File: config.mk
export PLATFORM = sky130hd
export DESIGN_NAME = hcp_merge_flat
export DESIGN_NICKNAME = d
export VERILOG_FILES = /design/src/rtl/hcp_pkg.sv /design/src/rtl/hcp_point_if.sv /design/src/rtl/hcp_merge.sv /design/src/flat_wrapper.sv
export SDC_FILE = /design/constraint.sdc
export NUM_CORES = 1
export LEC_CHECK = 0
export BUFFER_PORTS_ARGS = -buffer_cell sky130_fd_sc_hd__buf_4
export CAP_MARGIN = 20
export CORE_MARGIN = 2
export CORE_UTILIZATION = 44
export CTS_BUF_LIST = sky130_fd_sc_hd__clkbuf_4 sky130_fd_sc_hd__clkbuf_8
export CTS_CLUSTER_DIAMETER = 200
export CTS_CLUSTER_SIZE = 20
export DETAILED_ROUTE_END_ITERATION = 12
export PLACE_DENSITY = 0.83
export SLEW_MARGIN = 20
export SYNTH_ARGS = -nofsm -noshare
export SYNTH_HDL_FRONTEND = slang
export SYNTH_SLANG_ARGS = --single-unit
File: constraint.sdc
create_clock -name clk -period 1.82 [get_ports clk]
set_clock_uncertainty 0.05 [all_clocks]
set_input_delay 0 -clock clk [delete_from_list [all_inputs] [get_ports clk]]
set_output_delay 0 -clock clk [all_outputs]
set_load 0.1 [all_outputs]
File: src/rtl/hcp_pkg.sv
// shared widths, types and constants for the hermite curve point unit
package hcp_pkg;

  localparam int COORD_BITS = 11;
  localparam int FRAC_BITS  = 16;
  localparam int T_BITS     = FRAC_BITS + 1;
  localparam int OUT_BITS   = COORD_BITS + 2;

  // coefficient widths: ca = 2p0-2p1+m0+m1, cb = -3p0+3p1-2m0-m1
  localparam int CA_W = COORD_BITS + 3;
  localparam int CB_W = COORD_BITS + 4;

  // horner accumulator widths, one multiply by signed t per step
  localparam int TS_W  = T_BITS + 1;
  localparam int A1_W  = CA_W + TS_W;
  localparam int A2_W  = A1_W + TS_W;
  localparam int A3_W  = A2_W + TS_W;
  localparam int LO_W  = A2_W / 2;
  localparam int HI_W  = A2_W - LO_W;
  localparam int PLO_W = LO_W + T_BITS;
  localparam int PHI_W = HI_W + TS_W;
  localparam int INT_W = A3_W - 3 * FRAC_BITS;

  localparam int LANE_STAGES = 6;

  localparam logic signed [INT_W:0] SAT_HI = (INT_W + 1)'(2 ** (OUT_BITS - 1) - 1);
  localparam logic signed [INT_W:0] SAT_LO = -(INT_W + 1)'(2 ** (OUT_BITS - 1));

  typedef logic signed [COORD_BITS-1:0] coord_t;
  typedef logic        [T_BITS-1:0]     tparam_t;
  typedef logic signed [OUT_BITS-1:0]   point_t;

  typedef struct packed {
    logic [LANE_STAGES-1:0] load;
  } hcp_ctrl_t;

endpackage

File: src/rtl/hcp_point_if.sv
// result channel carrying one evaluated curve point
interface hcp_point_if import hcp_pkg::*; ();

  logic   valid;
  logic   ready;
  point_t point_x;
  point_t point_y;

  modport source (
    output valid, point_x, point_y,
    input  ready
  );

  modport sink (
    input  valid, point_x, point_y,
    output ready
  );

endinterface

File: src/rtl/hcp_merge.sv
// joins the x and y lane results into one point and holds it for the receiver
module hcp_merge import hcp_pkg::*; (
  input  logic               clk,
  input  logic               rst,
  input  logic               lane_valid,
  input  point_t             lane_x,
  input  point_t             lane_y,
  output logic               load,
  hcp_point_if.source        point
);

  logic   out_valid;
  point_t out_x;
  point_t out_y;

  assign load = !out_valid || point.ready;

  always_ff @(posedge clk) begin
    if (rst) begin
      out_valid <= 1'b0;
    end else if (load) begin
      out_valid <= lane_valid;
    end
  end

  always_ff @(posedge clk) begin
    if (load && lane_valid) begin
      out_x <= lane_x;
      out_y <= lane_y;
    end
  end

  assign point.valid   = out_valid;
  assign point.point_x = out_x;
  assign point.point_y = out_y;

endmodule

File: src/flat_wrapper.sv
// flat-port wrapper written by rule: the top's interface ports become plain ports
module hcp_merge_flat import hcp_pkg::*;
  (clk, rst, lane_valid, lane_x, lane_y, load, point_valid, point_point_x, point_point_y, point_ready);
  hcp_point_if point_i ();
  input  logic clk;
  input  logic rst;
  input  logic lane_valid;
  input  point_t lane_x;
  input  point_t lane_y;
  output logic load;
  output wire logic [$bits(point_i.valid)-1:0] point_valid;
  output wire logic [$bits(point_i.point_x)-1:0] point_point_x;
  output wire logic [$bits(point_i.point_y)-1:0] point_point_y;
  input wire logic [$bits(point_i.ready)-1:0] point_ready;
  assign point_valid = point_i.valid;
  assign point_point_x = point_i.point_x;
  assign point_point_y = point_i.point_y;
  assign point_i.ready = point_ready;
  hcp_merge u_core (.clk(clk), .rst(rst), .lane_valid(lane_valid), .lane_x(lane_x), .lane_y(lane_y), .load(load), .point(point_i));
endmodule
# ---- Word-level counts from Yosys, hierarchy flattened
# Cells that the tools add are included.
dict set report totals {
  regBits 27
  inputBits 30
  output_inout_bits 28
  wordCells 6
}
dict set report op_classes {
  n_reduce_logical 3
}
# operator n
set op_table {}
lappend op_table {{logical AND 1 bit} 1}
lappend op_table {{logical NOT 1 bit} 1}
lappend op_table {{logical OR 1 bit} 1}

# ---- Logic depth before layout (Yosys ltp)
dict set report logic_depth {
  ltp_word 3
  ltp_mapped 2
}

# ---- Least setup slack after synthesis
# No wires, ideal clock.
dict set report synth_timing {
  kind {register to register}
  from {register u_core.out_valid, in the netlist u_core.point.valid}
  to {register u_core.out_x[0], in the netlist u_core.point.point_x[0] (enable)}
  setup_ps 272
  arrival_time_ps 1728
  required_time_ps 1498
  slack_ps -230
  path_stages_with_launch 3
  cell_sequence {dfxtp_1 -> nand2b_4 -> and2_4}
}
dict set report synth_between {
  elab_chain_len 3
}
# item line
set synth_lines {}
lappend synth_lines {{from (decl)} hcp_merge.sv:12} ;# logic out_valid;
lappend synth_lines {{from (signal assigned)} hcp_merge.sv:22} ;# out_valid <= lane_valid;
lappend synth_lines {{logical NOT 1 bit} hcp_merge.sv:16} ;# assign load = !out_valid || point.ready;
lappend synth_lines {{logical OR 1 bit} hcp_merge.sv:16}
lappend synth_lines {{net load} flat_wrapper.sv:10} ;# output logic load;
lappend synth_lines {{logical AND 1 bit} hcp_merge.sv:27} ;# if (load && lane_valid) begin
lappend synth_lines {{to (signal assigned)} hcp_merge.sv:28} ;# out_x <= lane_x;
lappend synth_lines {{to (decl)} hcp_merge.sv:13} ;# point_t out_x;
# The timed path passes the listed nets, and every way through them passes these cells.
# A chain may end at the register's enable or synchronous reset.

# ---- Final worst setup path
dict set report layout_timing {
  from {register u_core.out_valid, in the netlist u_core.point.valid}
  to {register u_core.out_valid, in the netlist u_core.point.valid}
}
dict set report layout_between {
  elab_chain_len 2
}
# item line
set layout_lines {}
lappend layout_lines {{logical NOT 1 bit} hcp_merge.sv:16}
lappend layout_lines {{logical OR 1 bit} hcp_merge.sv:16}
# Every way passes these cells.

==> impl_table.tex <==
\begin{tabular}{lr}
\hline
Metric & Value \\
\hline
\multicolumn{2}{l}{\textbf{Routing}} \\
\quad Count of unresolved DRC violations after routing & 0 \\
\quad Count of nets left with antenna violations after detail routing & 0 \\
\quad Final routed wirelength across all metal layers & 2.25 mm \\
\quad 1st-pass router iterations & 3 \\
\quad Average wire per cell in the routed design & 15.5 um \\
\quad Routed vias & 638 \\
\quad Via/cell ratio & 4.40 \\
\quad Drt initial violations & 21 \\
\multicolumn{2}{l}{\textbf{Global routing}} \\
\quad Pin count of the biggest net entering global routing & 27 \\
\quad Total congestion overflow after global routing & 0 \\
\quad Vias in the first global route & 634 \\
\quad Wire length of the first global-routing pass & 2.96 mm \\
\quad Initial antenna violation count & 0 \\
\quad GRT Resource Usage Total & 0.213 \\
\multicolumn{2}{l}{\textbf{Yosys}} \\
\quad Number of flops mapped to enable cells by yosys & 26 \\
\quad Total number of yosys warnings & 0 \\
\quad Top post-synthesis cells by area & sky130\_fd\_sc\_hd\_\_edfxtp\_1 93\%, sky130\_fd\_sc\_hd\_\_dfxtp\_1 2.4\%, sky130\_fd\_sc\_hd\_\_nand2b\_4 1.6\% \\
\quad Most common cell in the netlist & sky130\_fd\_sc\_hd\_\_edfxtp\_1 \\
\quad Area share of fa/ha/maj cells after synthesis & 0 \\
\quad Async set-or-reset flop fraction in the synthesized netlist & 0 \\
\quad Synth Area in XOR/XNOR & 0 \\
\quad Syn Std Cell Area & 836 um\^{}2 \\
\quad Post-synthesis share of cell area spent on and, or, nand and nor gates & 0.0269 \\
\quad Mux cell area share after synthesis & 0 \\
\quad Number of instances in the synthesized netlist & 31 \\
\quad Sequential share of the synthesized area & 0.958 \\
\quad Largest area contributor in the synthesized netlist & sky130\_fd\_sc\_hd\_\_edfxtp\_1 \\
\quad Synthesized area per cell & 27.0 um\^{}2 \\
\quad Number of different library cells in the post-synthesis netlist & 6 \\
\quad Post-synth top area share & 0.934 \\
\quad Prevailing post-synth register cell & sky130\_fd\_sc\_hd\_\_edfxtp\_1 \\
\quad Net count after synthesis & 61 \\
\quad Combinational family with the most area after synthesis & simple AND/OR/NAND/NOR gates \\
\quad Number of synthesized register bits & 27 \\
\quad Complex-gate fraction of the synthesized area & 0.0105 \\
\multicolumn{2}{l}{\textbf{CTS}} \\
\quad TritonCTS sink count & 27 \\
\quad Clock tree from TritonCTS & done \\
\quad Library cell used as clock root buffer & sky130\_fd\_sc\_hd\_\_clkbuf\_4 \\
\quad Clock tree buffer depth & 2 \\
\quad Number of buffers added by the clock tree synthesis step & 3 \\
\quad Clock slew at reported path FFs & 130 ps \\
\quad Skew-Pair Late Insertion Delay & 310 ps \\
\quad H-tree depth & 1 \\
\quad Post-CTS setup repair buffer count & 0 \\
\multicolumn{2}{l}{\textbf{Floorplanning}} \\
\quad Number of top-level pins & 58 \\
\quad Die X-Extent & 47.6 um \\
\quad Die Area & 2260 um\^{}2 \\
\quad Die height & 47.6 um \\
\quad Starting density of the core & 0.474 \\
\quad Area of the placeable core & 1760 um\^{}2 \\
\quad Standard-cell row count & 15 \\
\multicolumn{2}{l}{\textbf{Job}} \\
\quad Max-capacitance violation count & 0 \\
\multicolumn{2}{l}{\textbf{Worst setup path}} \\
\quad Data required time of the worst path & 2030 ps \\
\quad Maximum fanout along the worst path & 3 \\
\quad Critical Path Sink Type & flop \\
\quad Setup Crit Path Kind & flop to flop \\
\quad Element type at the critical path start & flop \\
\quad CP Data Arrival Time & 1480 ps \\
\multicolumn{2}{l}{\textbf{Placed design}} \\
\quad Cell area after placement & 1300 um\^{}2 \\
\quad \# port buffers & 57 \\
\quad Routability cong. & 0.738 \\
\multicolumn{2}{l}{\textbf{STA}} \\
\quad Number of endpoints with negative hold slack in the final report & 0 \\
\quad Transition at the pin with the smallest max-transition slack & 332 ps \\
\quad Final setup violation count & 0 \\
\quad Crit share post-route & 0.696 \\
\quad Sum Neg Setup Slack & 0 ps \\
\quad Unrepaired setup endpoints after global routing & no \\
\quad Max-slew violation count & 0 \\
\quad Shortest clock period the worst path allows after layout & 1270 ps \\
\quad Relative slew slack & 0.779 \\
\quad Upper clock frequency limit & 0.790 GHz \\
\multicolumn{2}{l}{\textbf{Cells and area}} \\
\quad Area of all placed cells without fillers & 1610 um\^{}2 \\
\quad Area Growth Syn to Fin & 92.2\% \\
\quad Post-layout nets & 151 \\
\quad Diode insertion count for antenna repair & 0 \\
\quad Proportion of layout cells with a drive suffix above 1 & 0.542 \\
\multicolumn{2}{l}{\textbf{Power and ir drop}} \\
\quad Worst IR Drop VDD & 0.000739 V \\
\quad Leak pwr & 0.000689 uW \\
\quad Power per cell area & 895 nW/um\^{}2 \\
\multicolumn{2}{l}{\textbf{Hold path}} \\
\quad Class of the most critical hold timing path & primary input to flop \\
\multicolumn{2}{l}{\textbf{Status}} \\
\quad Run status & completed \\
\hline
\end{tabular}
[per-layer routing]
metal	GRT usage	share of wire	vias up	wire [um]
li1	-	-	297	-
met1	0.210	0.33	305	752
met2	0.430	0.60	36	1350
met3	0.0717	0.065	0	146
met4	0.0324	0	0	0
met5	0	0	-	0
[worst max-delay path, stage by stage, from the launching register on]
cell and delay, ps:
sky130_fd_sc_hd__dfxtp_2 370, sky130_fd_sc_hd__nand2b_4 70, sky130_fd_sc_hd__a21oi_2 150, sky130_fd_sc_hd__dlygate4sd3_1 560
[per-stage QoR]
step	worst slack, ps	std cells	utilization	hold WS [ps]	power (uW)
2_1_floorplan	175	31	-	5.08	1030
3_3_place_gp	709	113	0.735	99.3	1130
6_report	554	145	0.911	176	1440
5_1_grt	507	145	0.911	163	1480
3_5_place_dp	683	113	0.735	111	1130
4_1_cts	592	145	0.911	161	1430
[path summary, 6_finish.rpt]
kind | from | end | slack [ps] | depth (start not counted)
worst max-delay path | u_core.point.valid | u_core.point.valid | 550 | 3
worst min-delay path | lane_valid | u_core.point.point_x[6] | 180 | 2
worst min register to register | u_core.point.valid | u_core.point.point_x[6] | 850 | 2
worst max register to register | u_core.point.valid | u_core.point.valid | 550 | 3
[placed cells by master, fill, tap and decap left out, drive strengths merged]
cell and n:
dlygate4sd3 28, dfxtp 1, and2 1, inv 1, a21oi 1, buf 57
edfxtp 26, clkbuf 4, nand2b 1
[area by class of cell]
class	instances	area [um^2]
Sequential cell	27	802
Fill cell	78	158
Inverter	1	3.75
Multi-Input combinational cell	3	31.3
Tap cell	25	31.3
Timing Repair Buffer	85	708
Clock buffer	4	30.0
[cell families (layout without fill, tap and decap cells)]
| group | count (synthesis) | in the layout |
|---|---|---|
| buf+inv | 1 | 90 |
| simple gates | 2 | 2 |
| compound gates | 1 | 1 |
| flops | 27 | 27 |
[power breakdown]
group          internal (uW)  switching, uW  leakage (uW)
clock                    101            162     0.0000184
combinational            126            312      0.000411
sequential               724           12.3      0.000260
[state kept, by name (all words and copies together) (netlist names)]
| signal | cells |
|---|---|
| u_core.point.point_x | 13 |
| u_core.point.point_y | 13 |
| u_core.point.valid | 1 |
[what timing repair did]
| item | in CTS | in global routing |
|---|---|---|
| hold buffers | 28 | 0 |
| setup endpoints to repair | 0 | 0 |
| endpoints found under the hold margin | 27 | 0 |
| gates resized for setup | 0 | 0 |
(Power assumes the default switching activity.)
