`src/rtl/hcp_pkg.sv`:
```
// shared widths, types and constants for the hermite curve point unit
package hcp_pkg;

  localparam int COORD_BITS = 11;
  localparam int FRAC_BITS  = 16;
  localparam int T_BITS     = FRAC_BITS + 1;
  localparam int OUT_BITS   = COORD_BITS + 2;

  // coefficient widths: ca = 2p0-2p1+m0+m1, cb = -3p0+3p1-2m0-m1
  localparam int CA_W = COORD_BITS + 3;
  localparam int CB_W = COORD_BITS + 4;

  // horner accumulator widths, one multiply by signed t per step
  localparam int TS_W  = T_BITS + 1;
  localparam int A1_W  = CA_W + TS_W;
  localparam int A2_W  = A1_W + TS_W;
  localparam int A3_W  = A2_W + TS_W;
  localparam int LO_W  = A2_W / 2;
  localparam int HI_W  = A2_W - LO_W;
  localparam int PLO_W = LO_W + T_BITS;
  localparam int PHI_W = HI_W + TS_W;
  localparam int INT_W = A3_W - 3 * FRAC_BITS;

  localparam int LANE_STAGES = 6;

  localparam logic signed [INT_W:0] SAT_HI = (INT_W + 1)'(2 ** (OUT_BITS - 1) - 1);
  localparam logic signed [INT_W:0] SAT_LO = -(INT_W + 1)'(2 ** (OUT_BITS - 1));

  typedef logic signed [COORD_BITS-1:0] coord_t;
  typedef logic        [T_BITS-1:0]     tparam_t;
  typedef logic signed [OUT_BITS-1:0]   point_t;

  typedef struct packed {
    logic [LANE_STAGES-1:0] load;
  } hcp_ctrl_t;

endpackage

```
`src/rtl/hcp_lane.sv`:
```
// one axis of the hermite evaluation: horner pipeline, truncation and saturation
module hcp_lane import hcp_pkg::*; (
  input  logic      clk,
  input  hcp_ctrl_t ctrl,
  input  coord_t    p0,
  input  coord_t    p1,
  input  coord_t    m0,
  input  coord_t    m1,
  input  tparam_t   t,
  output point_t    result
);

  // stage 0: coefficients
  logic signed [CA_W-1:0] ca;
  logic signed [CB_W-1:0] cb;
  coord_t                 p0_s0;
  coord_t                 m0_s0;
  tparam_t                t_s0;

  // stage 1: ca*t + cb
  logic signed [A1_W-1:0] acc1;
  coord_t                 p0_s1;
  coord_t                 m0_s1;
  tparam_t                t_s1;

  // stage 2: acc1*t + m0
  logic signed [A2_W-1:0] acc2;
  coord_t                 p0_s2;
  tparam_t                t_s2;

  // stage 3: split partial products of acc2*t
  logic        [PLO_W-1:0] pp_lo;
  logic signed [PHI_W-1:0] pp_hi;
  coord_t                  p0_s3;

  // stage 4: full sum
  logic signed [A3_W-1:0] acc3;

  // stage 5: truncated, saturated point
  point_t res;

  logic signed [CA_W-1:0]  ca_next;
  logic signed [CB_W-1:0]  cb_next;
  logic signed [TS_W-1:0]  ts_s0;
  logic signed [TS_W-1:0]  ts_s1;
  logic signed [TS_W-1:0]  ts_s2;
  logic signed [A1_W-1:0]  acc1_next;
  logic signed [A2_W-1:0]  acc2_next;
  logic        [LO_W-1:0]  acc2_lo;
  logic signed [HI_W-1:0]  acc2_hi;
  logic signed [A3_W-1:0]  acc3_next;
  logic signed [INT_W-1:0] q;
  logic                    frac_nz;
  logic signed [INT_W:0]   tr;
  point_t                  res_next;

  always_comb begin
    ca_next = (CA_W'(p0) <<< 1) - (CA_W'(p1) <<< 1) + CA_W'(m0) + CA_W'(m1);
    cb_next = (CB_W'(p1) <<< 1) + CB_W'(p1) - (CB_W'(p0) <<< 1) - CB_W'(p0)
            - (CB_W'(m0) <<< 1) - CB_W'(m1);
  end

  assign ts_s0 = $signed({1'b0, t_s0});
  assign ts_s1 = $signed({1'b0, t_s1});
  assign ts_s2 = $signed({1'b0, t_s2});

  assign acc1_next = A1_W'(ca) * A1_W'(ts_s0) + (A1_W'(cb) <<< FRAC_BITS);
  assign acc2_next = A2_W'(acc1) * A2_W'(ts_s1) + (A2_W'(m0_s1) <<< (2 * FRAC_BITS));

  assign acc2_lo = acc2[LO_W-1:0];
  assign acc2_hi = acc2[A2_W-1:LO_W];

  assign acc3_next = (A3_W'(pp_hi) <<< LO_W) + A3_W'($signed({1'b0, pp_lo}))
                   + (A3_W'(p0_s3) <<< (3 * FRAC_BITS));

  always_comb begin
    q       = acc3[A3_W-1:3*FRAC_BITS];
    frac_nz = |acc3[3*FRAC_BITS-1:0];
    tr      = (INT_W + 1)'(q) + (INT_W + 1)'($signed({1'b0, q[INT_W-1] & frac_nz}));
    if (tr > SAT_HI) begin
      res_next = OUT_BITS'(SAT_HI);
    end else if (tr < SAT_LO) begin
      res_next = OUT_BITS'(SAT_LO);
    end else begin
      res_next = OUT_BITS'(tr);
    end
  end

  always_ff @(posedge clk) begin
    if (ctrl.load[0]) begin
      ca    <= ca_next;
      cb    <= cb_next;
      p0_s0 <= p0;
      m0_s0 <= m0;
      t_s0  <= t;
    end
    if (ctrl.load[1]) begin
      acc1  <= acc1_next;
      p0_s1 <= p0_s0;
      m0_s1 <= m0_s0;
      t_s1  <= t_s0;
    end
    if (ctrl.load[2]) begin
      acc2  <= acc2_next;
      p0_s2 <= p0_s1;
      t_s2  <= t_s1;
    end
    if (ctrl.load[3]) begin
      pp_lo <= PLO_W'(acc2_lo) * PLO_W'(t_s2);
      pp_hi <= PHI_W'(acc2_hi) * PHI_W'(ts_s2);
      p0_s3 <= p0_s2;
    end
    if (ctrl.load[4]) begin
      acc3 <= acc3_next;
    end
    if (ctrl.load[5]) begin
      res <= res_next;
    end
  end

  assign result = res;

endmodule

```
`config.mk`:
```
export PLATFORM = sky130hd
export DESIGN_NAME = hcp_lane
export DESIGN_NICKNAME = d
export VERILOG_FILES = /design/src/rtl/hcp_pkg.sv /design/src/rtl/hcp_lane.sv
export SDC_FILE = /design/constraint.sdc
export NUM_CORES = 2
export LEC_CHECK = 0
export BUFFER_PORTS_ARGS = -buffer_cell sky130_fd_sc_hd__buf_2
export CORE_ASPECT_RATIO = 0.6
export CORE_MARGIN = 2
export CORE_UTILIZATION = 50
export DETAILED_ROUTE_END_ITERATION = 12
export PLACE_DENSITY = 0.65
export SYNTH_ARGS = -nofsm -noshare
export SYNTH_HDL_FRONTEND = slang
export SYNTH_SLANG_ARGS = --single-unit
```
`constraint.sdc`:
```
create_clock -name clk -period 7.7 [get_ports clk]
set_input_delay 0.77 -clock clk [delete_from_list [all_inputs] [get_ports clk]]
set_output_delay 0.77 -clock clk [all_outputs]
set_load 0.03 [all_outputs]
```
Yosys cells after proc, flatten, opt, wreduce, memory -nomap -nowiden

Index checks and enable logic that the tools add are counted.

Add/sub/neg operators: 13
$mul: 4
$lt $le $gt $ge: 2
Mux-type cells: 1
Bitwise gates (word level): 1
Reduce and logical (&&, ||, !) cells: 1

Operator list:

| cell                   | number |
|---|---|
| $add A68 B43 Y68       | 1 |
| $add A68 B59 Y68       | 1 |
| $add A50 B43 Y50       | 1 |
| $mul A32 B18 Y50       | 1 |
| $reduce_or A48 Y1      | 1 |
| $mul A25 B18 Y43       | 1 |
| $mul A25 B17 Y42       | 1 |
| $add A32 B31 Y32       | 1 |
| $mul A14 B18 Y32       | 1 |
| $add A20 B2 Y21        | 1 |
| $gt A21 B13 Y1 const B | 1 |
| $lt A21 B13 Y1 const B | 1 |
| $sub A14 B11 Y15       | 1 |
| $sub A15 B11 Y15       | 1 |
| $sub A15 B12 Y15       | 1 |
| $add A13 B11 Y14       | 1 |
| $add A14 B11 Y14       | 1 |
| $sub A13 B12 Y14       | 1 |
| $add A12 B11 Y13       | 1 |
| $mux W13               | 1 |
| $sub A12 B12 Y13       | 1 |
| $and A1 B1 Y1          | 1 |

Bits in registers: 394
Bits of input ports: 68
Output and inout port bits: 13
Word-level logic and storage cells: 39

Longest topological paths before layout

Depth after elaboration: 5
Gate-level depth with buffers: 26
Depth with buffers taken out: 24

Worst setup path before layout

OpenSTA, ideal clock, no wires.

Path type: reg2reg
Start point: register t_s2[2]
End point: register pp_lo[41], data pin
Setup time: 0.260 ns
Data arrival time: 6.455 ns
Path slack: 0.985 ns
Cell stages (with the launch flop): 26
Cells stage by stage: edfxtp_1 > clkbuf_1 > clkbuf_1 > nand2_1 > fa_1 > fa_1 > inv_1 > fa_1 > inv_1 > fa_1 > inv_1 > fa_1 > inv_1 > fa_1 > inv_1 > ha_1 > and3_4 > and3_4 > a32oi_2 > nor2_2 > o311ai_2 > o31ai_2 > a311o_2 > a221o_1 > a21oi_2 > xnor2_1

Cells in the longest elaborated chain, start to end: 1

RTL lines:

| item                     | RTL line        | text |
|---|---|---|
| start: declaration       | hcp_lane.sv:29  | `tparam_t t_s2;` |
| start signal: assignment | hcp_lane.sv:106 | `t_s2 <= t_s1;` |
| $mul A25 B17 Y42         | hcp_lane.sv:109 | `pp_lo <= PLO_W'(acc2_lo) * PLO_W'(t_s2);` |
| end signal: assignment   | hcp_lane.sv:109 |  |
| end: declaration         | hcp_lane.sv:32  | `logic [PLO_W-1:0] pp_lo;` |

Every way passes these cells.
A chain may end at the register's enable or synchronous reset.

Worst setup path after layout

Start point: register t_s2[11]
End point: register pp_lo[36], data pin

The elaborated chain is that of the path after synthesis.

==> metrics.txt <==
largest fanout on the critical path 17; HPWL after detailed placement ~150000 um; global-route wire length before repair 298000 um; post-synthesis instance total between 7000 and 8000; syn_area_per_cell slightly below 10 um^2; Hold-fix buffers, CTS 0; final sum of negative setup slack 0 ns; routed length per instance about 19 um; Worst R2R End pp_lo[36]; area overhead of the layout relative to synthesis 6.45%; largest net degree at the start of global routing roughly 70; # port buffers 80; height of the die 301 um; GPL Wtd Cong between 0.9 and 1; clock sinks between 300 and 400; flop-to-flop setup slack 0.26 ns; Final period util 0.966; most frequent standard cell in the layout excluding fill and tap cells sky130_fd_sc_hd__inv_1; GRT overflow 0; effective utilization at floorplan 0.506; CP most frequent cell sky130_fd_sc_hd__fa_1; type of origin of the critical path flip-flop; width of the die around 500 um; clock latency on the worst-skew pair 0.68 ns; R2R Path Start t_s2[11]; critical path startpoint t_s2[11]; maximum single-stage delay on the critical path 1.08 ns; number of enable-type register cells in the synthesized netlist between 300 and 400; worst hold-check path type in -> reg; DRC 0; Async SR Flop Fraction 0; result of the run complete, no violations; routed via count divided by cell count approximately 5.3; Total GRT Usage 0.252; die outline area between 100000 and 150000 um^2; number of placement rows 108; Synth Net Count between 9000 and 10000; maximum clock rate 134 MHz; kind of end point of the critical path flip-flop; post-synth design cell area 73400 um^2; Synthesis Warnings 0; count of max-cap constraint violations 0; count of filler cells inserted in the layout around 13000; Worst Max-Slew Pin Slew ~1.1 ns; Max-slew headroom 0.237; number of failing hold endpoints at the final stage 0; TritonCTS clock tree done; critical-path cell with the highest stage delay sky130_fd_sc_hd__edfxtp_1; vias in the first global route 54447; vias after detailed routing approximately 50000; Worst Hold Endpoint t_s0[7]; initial antenna violation count 3; initial DRC count roughly 4100; Detailed Route WL around 180000 um; unrepaired setup endpoints after global routing no; clock transition time at the flip-flop clock pins of the worst setup and hold paths 0.06 ns; number of library cell types mapped by synthesis roughly 80; number of levels the H-tree was split into 2; floorplan core area about 150000 um^2; Hold Path Origin t[7]; DR pass1 iterations 6; leading cell types in the layout, fill and taps excluded 1897 x sky130_fd_sc_hd__inv_1, 1552 x sky130_fd_sc_hd__fa_1, 1067 x sky130_fd_sc_hd__nand2_1, 651 x sky130_fd_sc_hd__and2_1, 542 x sky130_fd_sc_hd__ha_1; cells along the critical path nand2_1 -> fa_1 -> inv_1 -> fa_1 -> fa_1 -> fa_1 -> fa_1 -> inv_1 -> fa_1 -> inv_1 -> ha_1 -> and4_1 -> and2_1 -> o2111ai_1 -> nand3b_1 -> o31a_1 -> a41oi_1 -> o31a_1 -> xnor2_1; Worst EP required slightly above 8 ns; FF-to-FF path depth 19; Top Ports about 80; share of synthesized area occupied by flip-flops and latches 0.161; flip-flop cell with the highest count after synthesis sky130_fd_sc_hd__edfxtp_1; fin. max-slew vios 0; net total in the final layout 9695; worst-case clock buffer depth 3; share of cells above drive strength 1 0.0474; area of the multi-input gates between 50000 and 60000 um^2; post-layout minimum cycle time 7.44 ns; count of cells along the worst hold path 1; number of buffers created by CTS between 40 and 50; antenna violation net count after detailed routing 0; Data arrival, critical path between 7 and 8 ns; clock tree root buffer cell sky130_fd_sc_hd__clkbuf_16; largest clock skew in the final design slightly below 0.07 ns; Seq cells post-synth 394; sequential standard cell area around 12000 um^2; critical path type reg -> reg; Final setup violation count 0
worst max-delay path by stage:
stage,to,slack [ns],cells after the start
floorplan,pp_lo[41],0.98,25
global placement,pp_hi[42],0.44,26
detailed placement,pp_hi[42],0.36,26
CTS,pp_hi[42],0.33,23
global route,acc2[45],0.02,25
finish,pp_lo[36],0.26,19
cell type report:
| class | instances | area share |
|---|---|---|
| Multi-Input combinational cell | 4941 | 0.683 |
| Sequential cell | 394 | 0.151 |
| Inverter | 1897 | 0.0911 |
| Tap cell | 1925 | 0.0308 |
| Timing Repair Buffer | 255 | 0.0246 |
| Clock buffer | 49 | 0.0143 |
| Clock inverter | 30 | 0.00448 |
| Antenna cell | 1 | 0.0000320 |
cells by family after synthesis:
group,count (synthesis),share of synthesized area
DFF,394,0.161
muxes,1,0.000136
xor gates and xnor gates,230,0.0274
adders and majority gates,2094,0.516
AOI/OAI and AO/OA,553,0.0491
buffers and inverters,2186,0.112
and+or+nand+nor,2063,0.135
stage by stage:
step | hold WS [ns] | cells | util | setup slack, ns | cell area (um^2)
final | 0.268 | 9492 | 0.538 | 0.264 | 78100
after detailed placement | 0.405 | 9396 | 0.527 | 0.357 | 76500
after floorplan | 0.400 | 7521 | - | 0.985 | 73400
after CTS | 0.221 | 9475 | 0.537 | 0.334 | 77900
after global placement | 0.401 | 9396 | 0.527 | 0.441 | 76500
after global routing | 0.243 | 9492 | 0.538 | 0.0187 | 78100
worst max-delay path, delay by kind of cell, from the launching register on:
family | cells | cell delay, ns
AOI/OAI and AO/OA | 4 | 1.07
DFF | 1 | 1.08
adders and majority gates | 7 | 3.44
buffers and inverters | 3 | 0.15
xor gates and xnor gates | 1 | 0.56
and+or+nand+nor | 4 | 0.86
Yosys cell counts, drive strengths merged, types with 8 or more instances:
master  count  area share
clkbuf    287       0.015
nor2b      24      0.0021
and3       27      0.0025
or2         9     0.00080
nor4       17      0.0014
nand3      55      0.0037
nand2    1067       0.055
a31oi      28      0.0026
o31ai       9     0.00099
and2      651       0.055
a21oi     170       0.012
a211oi     21      0.0022
xnor2     169       0.020
inv      1897       0.097
xor2       61      0.0073
nor3       23      0.0016
a21o       88      0.0090
edfxtp    394        0.16
nor2      123      0.0063
nand4      17      0.0014
o21ai      98      0.0067
o21a       31      0.0032
nand2b     29      0.0025
ha        542       0.092
o31a       12      0.0014
fa       1552        0.42
o21bai     30      0.0031
o211ai      9     0.00092
or3         8     0.00068
routing by layer:
layer	global-route usage	up-vias	routed length [um]
met4	0.0402	0	2560
li1	-	22390	-
met5	0	-	0
met1	0.387	25535	83600
met2	0.372	1903	75300
met3	0.0542	179	16800
sequential cells by signal, summed over array words and instances (netlist names):
| signal | count |
|---|---|
| p0_s1 | 11 |
| t_s0 | 17 |
| acc1 | 32 |
| p0_s0 | 11 |
| p0_s2 | 11 |
| acc3 | 68 |
| t_s1 | 17 |
| ca | 14 |
| cb | 15 |
| pp_lo | 42 |
| pp_hi | 43 |
| m0_s0 | 11 |
| p0_s3 | 11 |
| t_s2 | 17 |
| m0_s1 | 11 |
| acc2 | 50 |
| result | 13 |
what timing repair did:
action,4_1_cts,5_1_grt
gates resized for setup,0,1
buffers inserted,0,16
endpoints found under the setup margin,0,7
Power is left out: the tool's default activity adds up to more than one toggle a clock period on the data nets, which glitch-free logic cannot reach.
